`config.mk`:
```
export PLATFORM = sky130hd
export DESIGN_NAME = imu_complementary_tilt_filter_flat
export DESIGN_NICKNAME = d
export VERILOG_FILES = /design/src/design/ictf_pkg.sv /design/src/design/ictf_if.sv /design/src/design/ictf_serial_mac.sv /design/src/design/imu_complementary_tilt_filter.sv /design/src/flat_wrapper.sv
export SDC_FILE = /design/constraint.sdc
export NUM_CORES = 2
export LEC_CHECK = 0
export ABC_AREA = 1
export BUFFER_PORTS_ARGS = -buffer_cell sky130_fd_sc_hd__buf_4
export CAP_MARGIN = 40
export CORE_UTILIZATION = 55
export CTS_CLUSTER_DIAMETER = 200
export DETAILED_ROUTE_END_ITERATION = 16
export GPL_TIMING_DRIVEN = 1
export PLACE_DENSITY = 0.72
export SYNTH_ARGS = -nofsm -noshare
export SYNTH_HDL_FRONTEND = slang
export SYNTH_HIERARCHICAL = 1
export SYNTH_SLANG_ARGS = --single-unit
```
`constraint.sdc`:
```
create_clock -name i_clk -period 12.1 [get_ports i_clk]
set_clock_uncertainty 0.15 [all_clocks]
set_input_delay 0.605 -clock i_clk [delete_from_list [all_inputs] [get_ports i_clk]]
set_output_delay 0.605 -clock i_clk [all_outputs]
set_load 0.01 [all_outputs]
```
`src/design/ictf_pkg.sv`:
```
// Package with constants, types and tables for the complementary tilt filter.
`default_nettype none
package ictf_pkg;
    localparam int unsigned DataWidth    = 16;
    localparam int unsigned DtWidth      = 10;
    localparam int unsigned TempWidth    = 9;
    localparam int unsigned CordicDef    = 16;
    localparam int unsigned CordicMax    = 24;
    localparam logic [15:0] BlendDefault = 16'd62587;

    // Arctangent table in 1/65536 degree, rounded.
    function automatic logic [21:0] atan_entry(input logic [4:0] idx);
        logic [21:0] v;
        case (idx)
            5'd0:  v = 22'd2949120;
            5'd1:  v = 22'd1740967;
            5'd2:  v = 22'd919879;
            5'd3:  v = 22'd466945;
            5'd4:  v = 22'd234379;
            5'd5:  v = 22'd117304;
            5'd6:  v = 22'd58666;
            5'd7:  v = 22'd29335;
            5'd8:  v = 22'd14668;
            5'd9:  v = 22'd7334;
            5'd10: v = 22'd3667;
            5'd11: v = 22'd1833;
            5'd12: v = 22'd917;
            5'd13: v = 22'd458;
            5'd14: v = 22'd229;
            5'd15: v = 22'd115;
            5'd16: v = 22'd57;
            5'd17: v = 22'd29;
            5'd18: v = 22'd14;
            5'd19: v = 22'd7;
            5'd20: v = 22'd4;
            5'd21: v = 22'd2;
            5'd22: v = 22'd1;
            default: v = 22'd0;
        endcase
        return v;
    endfunction
endpackage
`default_nettype wire

```
`src/design/ictf_if.sv`:
```
// Valid/ready channel interfaces for sample and result words.
`default_nettype none
interface ictf_in_if;
    logic valid;
    logic ready;
    logic signed [15:0] accel_x;
    logic signed [15:0] accel_y;
    logic signed [15:0] accel_z;
    logic signed [15:0] gyro_x;
    logic signed [15:0] gyro_y;
    logic signed [15:0] gyro_z;
    logic signed [15:0] temp_raw;
    logic [9:0] elapsed_ms;
    modport source (output valid, accel_x, accel_y, accel_z, gyro_x, gyro_y, gyro_z,
                    temp_raw, elapsed_ms, input ready);
    modport sink (input valid, accel_x, accel_y, accel_z, gyro_x, gyro_y, gyro_z,
                  temp_raw, elapsed_ms, output ready);
endinterface

interface ictf_out_if;
    logic valid;
    logic ready;
    logic signed [15:0] tilt_x;
    logic signed [15:0] tilt_y;
    logic signed [15:0] tilt_z;
    logic signed [8:0]  temp_deg;
    modport source (output valid, tilt_x, tilt_y, tilt_z, temp_deg, input ready);
    modport sink (input valid, tilt_x, tilt_y, tilt_z, temp_deg, output ready);
endinterface
`default_nettype wire

```
`src/design/ictf_serial_mac.sv`:
```
// Bit-serial signed multiply-accumulate: acc += a * b, one multiplier bit per cycle.
`default_nettype none
module ictf_serial_mac #(
    parameter int unsigned AW = 32,
    parameter int unsigned BW = 17,
    parameter int unsigned PW = 64
) (
    input  wire logic                 i_clk,
    input  wire logic                 i_rst_n,
    input  wire logic                 i_start,
    input  wire logic signed [AW-1:0] i_a,
    input  wire logic signed [BW-1:0] i_b,
    input  wire logic signed [PW-1:0] i_acc,
    output logic                      o_done,
    output logic signed [PW-1:0]      o_acc
);
    localparam int unsigned CW = $clog2(BW + 1);

    logic signed [PW-1:0] r_a, n_a;
    logic [BW-1:0]        r_b, n_b;
    logic signed [PW-1:0] r_acc, n_acc;
    logic [CW-1:0]        r_cnt, n_cnt;
    logic                 r_busy, n_busy;
    logic                 r_done, n_done;

    // Shift-and-add; the top multiplier bit carries negative weight.
    always_comb begin
        n_a = r_a; n_b = r_b; n_acc = r_acc; n_cnt = r_cnt;
        n_busy = r_busy; n_done = 1'b0;
        if (i_start) begin
            n_a = PW'(i_a); n_b = i_b; n_acc = i_acc;
            n_cnt = '0; n_busy = 1'b1;
        end else if (r_busy) begin
            if (r_b[0]) begin
                if (r_cnt == CW'(BW - 1)) n_acc = r_acc - r_a;
                else n_acc = r_acc + r_a;
            end
            n_a = r_a <<< 1;
            n_b = r_b >> 1;
            n_cnt = r_cnt + 1'b1;
            if (r_cnt == CW'(BW - 1)) begin
                n_busy = 1'b0; n_done = 1'b1;
            end
        end
    end

    always_ff @(posedge i_clk) begin
        r_a <= n_a; r_b <= n_b; r_acc <= n_acc; r_cnt <= n_cnt;
        if (!i_rst_n) begin
            r_busy <= 1'b0; r_done <= 1'b0;
        end else begin
            r_busy <= n_busy; r_done <= n_done;
        end
    end

    assign o_done = r_done;
    assign o_acc  = r_acc;
endmodule
`default_nettype wire

```
`src/design/imu_complementary_tilt_filter.sv`:
```
// Top level of the complementary tilt filter.
// Channel  | Dir | Contents
// i_samp   | in  | six raw axes, raw temperature, elapsed ms
// o_res    | out | three fused tilts, temperature in degrees
// i_cfg_*  | in  | blend weight write
// One word is processed at a time. Per axis: a setup step, one CORDIC iteration
// per cycle (CORDIC_STEPS, capped at CordicMax), a rounding step, two bit-serial
// multiplies, a 22-step quotient loop and a write-back step. An 8-step temperature
// divide, the load into the output register and the return to idle follow. The
// serial multiplies and the quotient loop take most of the time that a word needs.
// Reset sets the weight to its default and clears the angles; a finished result
// waits in the output register while the next sample is worked on, and the block
// holds in its last state only while an earlier result is still unread.
`default_nettype none
module imu_complementary_tilt_filter #(
    parameter int unsigned CORDIC_STEPS = ictf_pkg::CordicDef
) (
    input  wire logic        i_clk,
    input  wire logic        i_rst_n,
    ictf_in_if.sink          i_samp,
    ictf_out_if.source       o_res,
    input  wire logic        i_cfg_we,
    input  wire logic [15:0] i_cfg_data
);
    import ictf_pkg::*;

    localparam int unsigned Steps = (CORDIC_STEPS > CordicMax) ? CordicMax : CORDIC_STEPS;
    localparam int unsigned DivTop = 21;

    typedef enum logic [3:0] {
        S_IDLE, S_PREP, S_CORD, S_ROUND, S_MUL1, S_MUL1W, S_MUL2, S_MUL2W,
        S_DIV, S_NEXT, S_TEMP, S_OUT
    } t_state;

    t_state r_state;
    logic [15:0] r_w;
    logic signed [15:0] r_ang [3];
    logic signed [15:0] r_ax, r_ay, r_az, r_gx, r_gy, r_gz, r_tr;
    logic [9:0] r_dt;
    logic [1:0] r_axis;
    logic signed [26:0] r_x, r_y;
    logic signed [29:0] r_z;
    logic [4:0] r_i;
    logic signed [15:0] r_acc_ang;
    logic signed [63:0] r_total;
    logic signed [63:0] r_rem;
    logic signed [36:0] r_q;
    logic [5:0] r_dcnt;
    logic signed [19:0] r_tnum;
    logic r_tneg;
    logic signed [8:0] r_tq;
    logic signed [15:0] r_res [3];
    logic signed [8:0] r_tdeg;
    logic r_ovalid;

    // Operand selection for the current axis.
    logic signed [15:0] num, den, gyro, ang;
    always_comb begin
        case (r_axis)
            2'd0: begin num = r_ay; den = r_az; gyro = r_gx; ang = r_ang[0]; end
            2'd1: begin num = r_ax; den = r_az; gyro = r_gy; ang = r_ang[1]; end
            default: begin num = r_ax; den = r_ay; gyro = r_gz; ang = r_ang[2]; end
        endcase
    end

    // Serial multiplier operands: w*P then (65536-w)*A.
    logic signed [31:0] p_val, a_val;
    logic signed [17:0] w_s, wc_s;
    assign p_val = 32'(ang) * 32'sd4125 + 32'(gyro) * 32'($signed({1'b0, r_dt})) * 32'sd32;
    assign a_val = 32'(r_acc_ang) * 32'sd4125;
    assign w_s  = $signed({2'b00, r_w});
    assign wc_s = 18'sd65536 - w_s;

    logic mac_start, mac_done;
    logic signed [31:0] mac_a;
    logic signed [17:0] mac_b;
    logic signed [63:0] mac_acc, mac_out;
    assign mac_start = (r_state == S_MUL1) || (r_state == S_MUL2);
    assign mac_a = (r_state == S_MUL1) ? p_val : a_val;
    assign mac_b = (r_state == S_MUL1) ? w_s : wc_s;
    assign mac_acc = (r_state == S_MUL1) ? 64'sd0 : r_total;

    ictf_serial_mac #(.AW(32), .BW(18), .PW(64)) u_mac (
        .i_clk(i_clk), .i_rst_n(i_rst_n), .i_start(mac_start),
        .i_a(mac_a), .i_b(mac_b), .i_acc(mac_acc),
        .o_done(mac_done), .o_acc(mac_out)
    );

    // CORDIC step arithmetic.
    logic signed [26:0] xs, ys;
    logic [29:0] atv;
    assign xs = r_x >>> r_i;
    assign ys = r_y >>> r_i;
    assign atv = 30'(atan_entry(r_i));

    // Restoring division step by D = 65536*4125 on the biased magnitude.
    localparam logic signed [63:0] Den = 64'sd270336000;
    logic signed [63:0] trial;
    assign trial = r_rem - (Den <<< r_dcnt);

    // Temperature numerator; its magnitude is divided and the sign put back at the end.
    logic signed [19:0] tnum_raw;
    logic tnum_neg;
    assign tnum_raw = 20'sd10 * 20'(r_tr) + 20'sd124202;
    assign tnum_neg = tnum_raw[19];

    // Temperature divide by 3400 in steps: quotient bit per cycle (8 bits).
    logic signed [19:0] ttrial;
    assign ttrial = r_tnum - (20'sd3400 <<< r_dcnt[2:0]);

    // Quotient with the bias of 2^DivTop removed, then saturated.
    logic signed [36:0] sat_in;
    logic signed [15:0] sat_out;
    assign sat_in = r_q - (37'sd1 <<< DivTop);
    assign sat_out = (sat_in > 37'sd32767) ? 16'sh7fff :
                     (sat_in < -37'sd32768) ? 16'sh8000 : 16'(sat_in);

    // The output register takes a new word once the previous one has been read.
    logic out_load;
    assign out_load = (r_state == S_OUT) && (!r_ovalid || o_res.ready);

    always_ff @(posedge i_clk) begin
        if (!i_rst_n) begin
            r_state <= S_IDLE;
            r_w <= BlendDefault;
            r_ang[0] <= '0; r_ang[1] <= '0; r_ang[2] <= '0;
            r_ovalid <= 1'b0;
        end else begin
            if (i_cfg_we) r_w <= i_cfg_data;
            if (out_load) r_ovalid <= 1'b1;
            else if (o_res.valid && o_res.ready) r_ovalid <= 1'b0;
            case (r_state)
                S_IDLE: begin
                    if (i_samp.valid) begin
                        r_ax <= i_samp.accel_x; r_ay <= i_samp.accel_y;
                        r_az <= i_samp.accel_z; r_gx <= i_samp.gyro_x;
                        r_gy <= i_samp.gyro_y; r_gz <= i_samp.gyro_z;
                        r_tr <= i_samp.temp_raw; r_dt <= i_samp.elapsed_ms;
                        r_axis <= 2'd0;
                        r_state <= S_PREP;
                    end
                end
                S_PREP: begin
                    r_i <= '0;
                    if (den < 0) begin
                        r_x <= -(27'(den) <<< 8); r_y <= -(27'(num) <<< 8);
                        r_z <= (num >= 0) ? 30'sd11796480 : -30'sd11796480;
                    end else begin
                        r_x <= 27'(den) <<< 8; r_y <= 27'(num) <<< 8; r_z <= '0;
                    end
                    r_state <= S_CORD;
                end
                S_CORD: begin
                    if (r_y >= 0) begin
                        r_x <= r_x + ys; r_y <= r_y - xs; r_z <= r_z + $signed(atv);
                    end else begin
                        r_x <= r_x - ys; r_y <= r_y + xs; r_z <= r_z - $signed(atv);
                    end
                    r_i <= r_i + 1'b1;
                    if (r_i == 5'(Steps - 1)) r_state <= S_ROUND;
                end
                S_ROUND: begin
                    if (num == 0 && den == 0) r_acc_ang <= '0;
                    else r_acc_ang <= 16'((r_z + 30'sd256) >>> 9);
                    r_state <= S_MUL1;
                end
                S_MUL1: r_state <= S_MUL1W;
                S_MUL1W: if (mac_done) begin r_total <= mac_out; r_state <= S_MUL2; end
                S_MUL2: r_state <= S_MUL2W;
                S_MUL2W: if (mac_done) begin
                    // floor((t + D/2)/D): bias to nonnegative by adding 2^DivTop * D.
                    r_rem <= mac_out + 64'sd135168000 + (Den <<< DivTop);
                    r_q <= '0;
                    r_dcnt <= 6'(DivTop);
                    r_state <= S_DIV;
                end
                S_DIV: begin
                    if (trial >= 0) begin
                        r_rem <= trial;
                        r_q <= r_q | (37'sd1 <<< r_dcnt);
                    end
                    if (r_dcnt == 6'd0) r_state <= S_NEXT;
                    else r_dcnt <= r_dcnt - 1'b1;
                end
                S_NEXT: begin
                    r_ang[r_axis] <= sat_out;
                    if (r_axis == 2'd2) begin
                        r_tnum <= tnum_neg ? -tnum_raw : tnum_raw;
                        r_tneg <= tnum_neg;
                        r_dcnt <= 6'd7;
                        r_tq <= '0;
                        r_state <= S_TEMP;
                    end else begin
                        r_axis <= r_axis + 1'b1;
                        r_state <= S_PREP;
                    end
                end
                S_TEMP: begin
                    // The magnitude is divided, so the quotient truncates toward zero.
                    if (ttrial >= 0) begin
                        r_tnum <= ttrial;
                        r_tq <= r_tq | (9'sd1 <<< r_dcnt[2:0]);
                    end
                    if (r_dcnt == 6'd0) r_state <= S_OUT;
                    else r_dcnt <= r_dcnt - 1'b1;
                end
                S_OUT: begin
                    if (out_load) begin
                        r_res[0] <= r_ang[0];
                        r_res[1] <= r_ang[1];
                        r_res[2] <= r_ang[2];
                        r_tdeg <= r_tneg ? -r_tq : r_tq;
                        r_state <= S_IDLE;
                    end
                end
                default: r_state <= S_IDLE;
            endcase
        end
    end

    assign i_samp.ready  = (r_state == S_IDLE);
    assign o_res.valid   = r_ovalid;
    assign o_res.tilt_x  = r_res[0];
    assign o_res.tilt_y  = r_res[1];
    assign o_res.tilt_z  = r_res[2];
    assign o_res.temp_deg = r_tdeg;
endmodule
`default_nettype wire

```
`src/flat_wrapper.sv`:
```
// flat-port wrapper written by rule: the top's interface ports become plain ports
module imu_complementary_tilt_filter_flat import ictf_pkg::*;
#(
    parameter int unsigned CORDIC_STEPS = ictf_pkg::CordicDef
)
  (i_clk, i_rst_n, i_cfg_we, i_cfg_data, i_samp_valid, i_samp_accel_x, i_samp_accel_y, i_samp_accel_z, i_samp_gyro_x, i_samp_gyro_y, i_samp_gyro_z, i_samp_temp_raw, i_samp_elapsed_ms, i_samp_ready, o_res_valid, o_res_tilt_x, o_res_tilt_y, o_res_tilt_z, o_res_temp_deg, o_res_ready);
  ictf_in_if i_samp_i ();
  ictf_out_if o_res_i ();
  input  wire logic i_clk;
  input  wire logic i_rst_n;
  input  wire logic i_cfg_we;
  input  wire logic [15:0] i_cfg_data;
  input wire logic [$bits(i_samp_i.valid)-1:0] i_samp_valid;
  input wire logic [$bits(i_samp_i.accel_x)-1:0] i_samp_accel_x;
  input wire logic [$bits(i_samp_i.accel_y)-1:0] i_samp_accel_y;
  input wire logic [$bits(i_samp_i.accel_z)-1:0] i_samp_accel_z;
  input wire logic [$bits(i_samp_i.gyro_x)-1:0] i_samp_gyro_x;
  input wire logic [$bits(i_samp_i.gyro_y)-1:0] i_samp_gyro_y;
  input wire logic [$bits(i_samp_i.gyro_z)-1:0] i_samp_gyro_z;
  input wire logic [$bits(i_samp_i.temp_raw)-1:0] i_samp_temp_raw;
  input wire logic [$bits(i_samp_i.elapsed_ms)-1:0] i_samp_elapsed_ms;
  output wire logic [$bits(i_samp_i.ready)-1:0] i_samp_ready;
  output wire logic [$bits(o_res_i.valid)-1:0] o_res_valid;
  output wire logic [$bits(o_res_i.tilt_x)-1:0] o_res_tilt_x;
  output wire logic [$bits(o_res_i.tilt_y)-1:0] o_res_tilt_y;
  output wire logic [$bits(o_res_i.tilt_z)-1:0] o_res_tilt_z;
  output wire logic [$bits(o_res_i.temp_deg)-1:0] o_res_temp_deg;
  input wire logic [$bits(o_res_i.ready)-1:0] o_res_ready;
  assign i_samp_i.valid = i_samp_valid;
  assign i_samp_i.accel_x = i_samp_accel_x;
  assign i_samp_i.accel_y = i_samp_accel_y;
  assign i_samp_i.accel_z = i_samp_accel_z;
  assign i_samp_i.gyro_x = i_samp_gyro_x;
  assign i_samp_i.gyro_y = i_samp_gyro_y;
  assign i_samp_i.gyro_z = i_samp_gyro_z;
  assign i_samp_i.temp_raw = i_samp_temp_raw;
  assign i_samp_i.elapsed_ms = i_samp_elapsed_ms;
  assign i_samp_ready = i_samp_i.ready;
  assign o_res_valid = o_res_i.valid;
  assign o_res_tilt_x = o_res_i.tilt_x;
  assign o_res_tilt_y = o_res_i.tilt_y;
  assign o_res_tilt_z = o_res_i.tilt_z;
  assign o_res_temp_deg = o_res_i.temp_deg;
  assign o_res_i.ready = o_res_ready;
  imu_complementary_tilt_filter #(.CORDIC_STEPS(CORDIC_STEPS)) u_core (.i_clk(i_clk), .i_rst_n(i_rst_n), .i_samp(i_samp_i), .o_res(o_res_i), .i_cfg_we(i_cfg_we), .i_cfg_data(i_cfg_data));
endmodule
```
==> impl_results.md <==
* Distinct cells, synth at 78
* Crit Path Max Fanout at 33
* DRC at 0
* Max-Cap Viols at 0
* Antenna violations before repair at 6
* Core Region at 0.122 mm^2
* Yosys reg bits at 708
* Total GRT Usage at 34.2%
* CP Capture Type: flip-flop
* PortBufs at 201
* Synthesized area at 0.0674 mm^2
* Crit-path max cell delay at 0.57 ns
* Die Footprint at 0.124 mm^2
* M2 GR Usage at 51.8%
* Register-to-register setup slack at 0.61 ns
* Die height at 352 um
* Met1 Track Usage GR at 49.9%
* Clock tree buffer depth at 3
* Syn-to-layout area delta at 11.0%
* Initial Utilization at 55.4%
* First-pass DRT Iterations at 8
* Via count at 62500
* Tmin final at 11.49 ns
* Number of synthesized flops with an enable pin at 658
* Worst path top cell family by delay: adder cells
* Num CTS Buffers at 82
* CTS H-Tree Depth at 3
* Final net count at 10400
* Status: complete, no violations
* Die W at 352 um
* # setup viols final at 0
* Syn avg cell area at 7.33 um^2
* Slew margin rel. at 37.7%
* WS Path Type: flip-flop to flip-flop
* Busiest layer in global routing: met2
* Clk root buf: clkbuf_16
* DR vias/cell at 5.61
* RSZ-0062 raised after global routing: false
* Final hold violations at 0
* Synth Net Count at 10100
* Arrival time worst endpoint at 11.76 ns
* Share of cells above drive strength 1 at 6.24%
* Post-CTS setup buffer count at 0
* DRT Wirelength at 214000 um
* Largest net degree at the start of global routing at 81
* Clock Sinks at 708
* Worst Tran Pin Value at 0.924 ns
* IO Pins at 202
* DRC violation total after the first TritonRoute iteration at 6556
* CTS tree: yes
* Syn Inst Count at 9189
* Yosys Warn Count at 6
* WP buf/inv at 11
* Gpl congestion at 1.01
* Startpoint Class: flip-flop
* Final Max Tran Viols at 0
* ANT nets after route at 0
* Ys async rst share at 0%
* CTS clk-pin slew, worst paths at 0.06 ns
* First-pass GRT wire length at 333000 um
* Worst endpoint required time at 12.37 ns
* Num rows at 128
* Met3 Use GR at 6.14%
* Fin crit share at 95.0%
* Core Util, Final at 61.5%
* Primary FF master, synth: edfxtp_1
* Clk_lat worst skew at 0.72 ns
* Placed wire-length estimate at 170000 um
* Seq/Total Area, Yosys at 30.8%
* Wire length per cell at 19.2 um
* HP Class: primary input to flip-flop
* CP max stage cell: fa_1
* TNS Setup at 0 ns
* Vias in the first global route at 59500
* GR Overflow Total at 0
* FMAX at 87.0 MHz
[tightest hold or removal path: cells and delay by family]
family	cells	cell delay [ns]
AOI/OAI and AO/OA	2	0.22
buffers and inverters	1	0.11
[state kept, by name (all words and copies together) (netlist names), 18 cells and up]
| register | count |
|---|---|
| u_core/r_rem | 48 |
| u_core/r_y | 27 |
| u_core/r_q | 37 |
| u_core/atv | 22 |
| u_core/r_x | 27 |
| u_core/r_z | 25 |
| u_core/r_total | 64 |
| u_core/r_tnum | 19 |
| u_core/r_ang | 48 |
| u_core/u_mac/o_acc | 64 |
| u_core/u_mac/r_b | 18 |
| u_core/r_res | 48 |
| u_core/u_mac/r_a | 64 |
[cell usage in the layout (no fill, tap or decap), types with 33 or more instances in the layout]
| cell | instances |
|---|---|
| o21ai_1 | 91 |
| fa_1 | 263 |
| buf_4 | 257 |
| nand3b_1 | 33 |
| dfxtp_1 | 50 |
| xor2_1 | 188 |
| clkbuf_16 | 87 |
| o21ai_0 | 533 |
| inv_1 | 1520 |
| a21oi_1 | 497 |
| dlygate4sd3_1 | 136 |
| ha_1 | 523 |
| nand2_1 | 2425 |
| a31oi_1 | 41 |
| nor4_1 | 34 |
| nand3_1 | 469 |
| nor2_1 | 947 |
| nor3_1 | 106 |
| edfxtp_1 | 658 |
| nand4_1 | 69 |
| xnor2_1 | 83 |
[cell usage after synthesis (all sizes together), types with 85 or more instances]
library cell	n	share of area, %
a21oi	501	3.8
buf	85	0.74
clkbuf	129	0.72
edfxtp	658	29
fa	263	7.8
ha	524	9.7
inv	1544	8.6
nand2	2462	14
nand3	483	3.7
nor2	989	5.7
nor3	112	0.89
o21ai	645	4.9
xor2	188	2.4
[layer usage]
layer  wire [um]  up-vias
met5           0        -
met4        5970        0
met3       20100      309
met1       96200    29300
met2       92000     2596
li1            -    30400
[final timing paths]
kind	cells after the start	endpoint	start
setup / recovery	46	u_core/u_mac/r_a[35]	u_core/r_axis[0]
hold / removal	3	u_core/r_w[9]	i_cfg_data[9]
setup reg to reg	46	u_core/u_mac/r_a[35]	u_core/r_axis[0]
hold reg to reg	0	u_core/r_res[0][47]	u_core/r_ang[2][15]
[cell type report]
cell class	instances	area, um^2
fill	11200	46800
multi-input combinational	6716	39900
timing repair buffer	407	3530
clock buffer	106	2280
clock inverter	44	464
antenna	1	2.50
sequential	708	20800
inverter	1551	5830
tap	1625	2030
[logic make-up (layout without fill, tap and decap cells)]
group / Yosys count / after routing / share of synthesized area (%)
buffers and inverters: 1765 / 2108 / 10.1
adders and majority gates: 787 / 787 / 17.5
AOI/OAI and AO/OA: 1421 / 1421 / 11.9
and+or+nand+nor: 4233 / 4233 / 26.1
other: 1 / 2 / 0.00557
xor gates and xnor gates: 271 / 271 / 3.52
muxes: 3 / 3 / 0.0446
DFF: 708 / 708 / 30.8
[timing repair]
action                                  in CTS  in global routing
hold endpoints to repair                   136                  0
endpoints found under the setup margin       0                 33
hold buffers                               136                  0
gates resized for setup                      0                 10
[through the flow]
stage                     cells  setup WS [ns]  area [um^2]  hold slack (ns)
final                     11200          0.606        74800            0.112
after CTS                 11200          0.191        74700           0.0486
after detailed placement  10900          0.260        70600            0.280
after floorplan            9189           1.64        67400            0.268
after global placement    10900          0.340        70400            0.279
after global routing      11200         0.0135        74800           0.0749
Power is not shown: default switching activity piles up to over one toggle a cycle in this logic, so the estimate is an artifact.
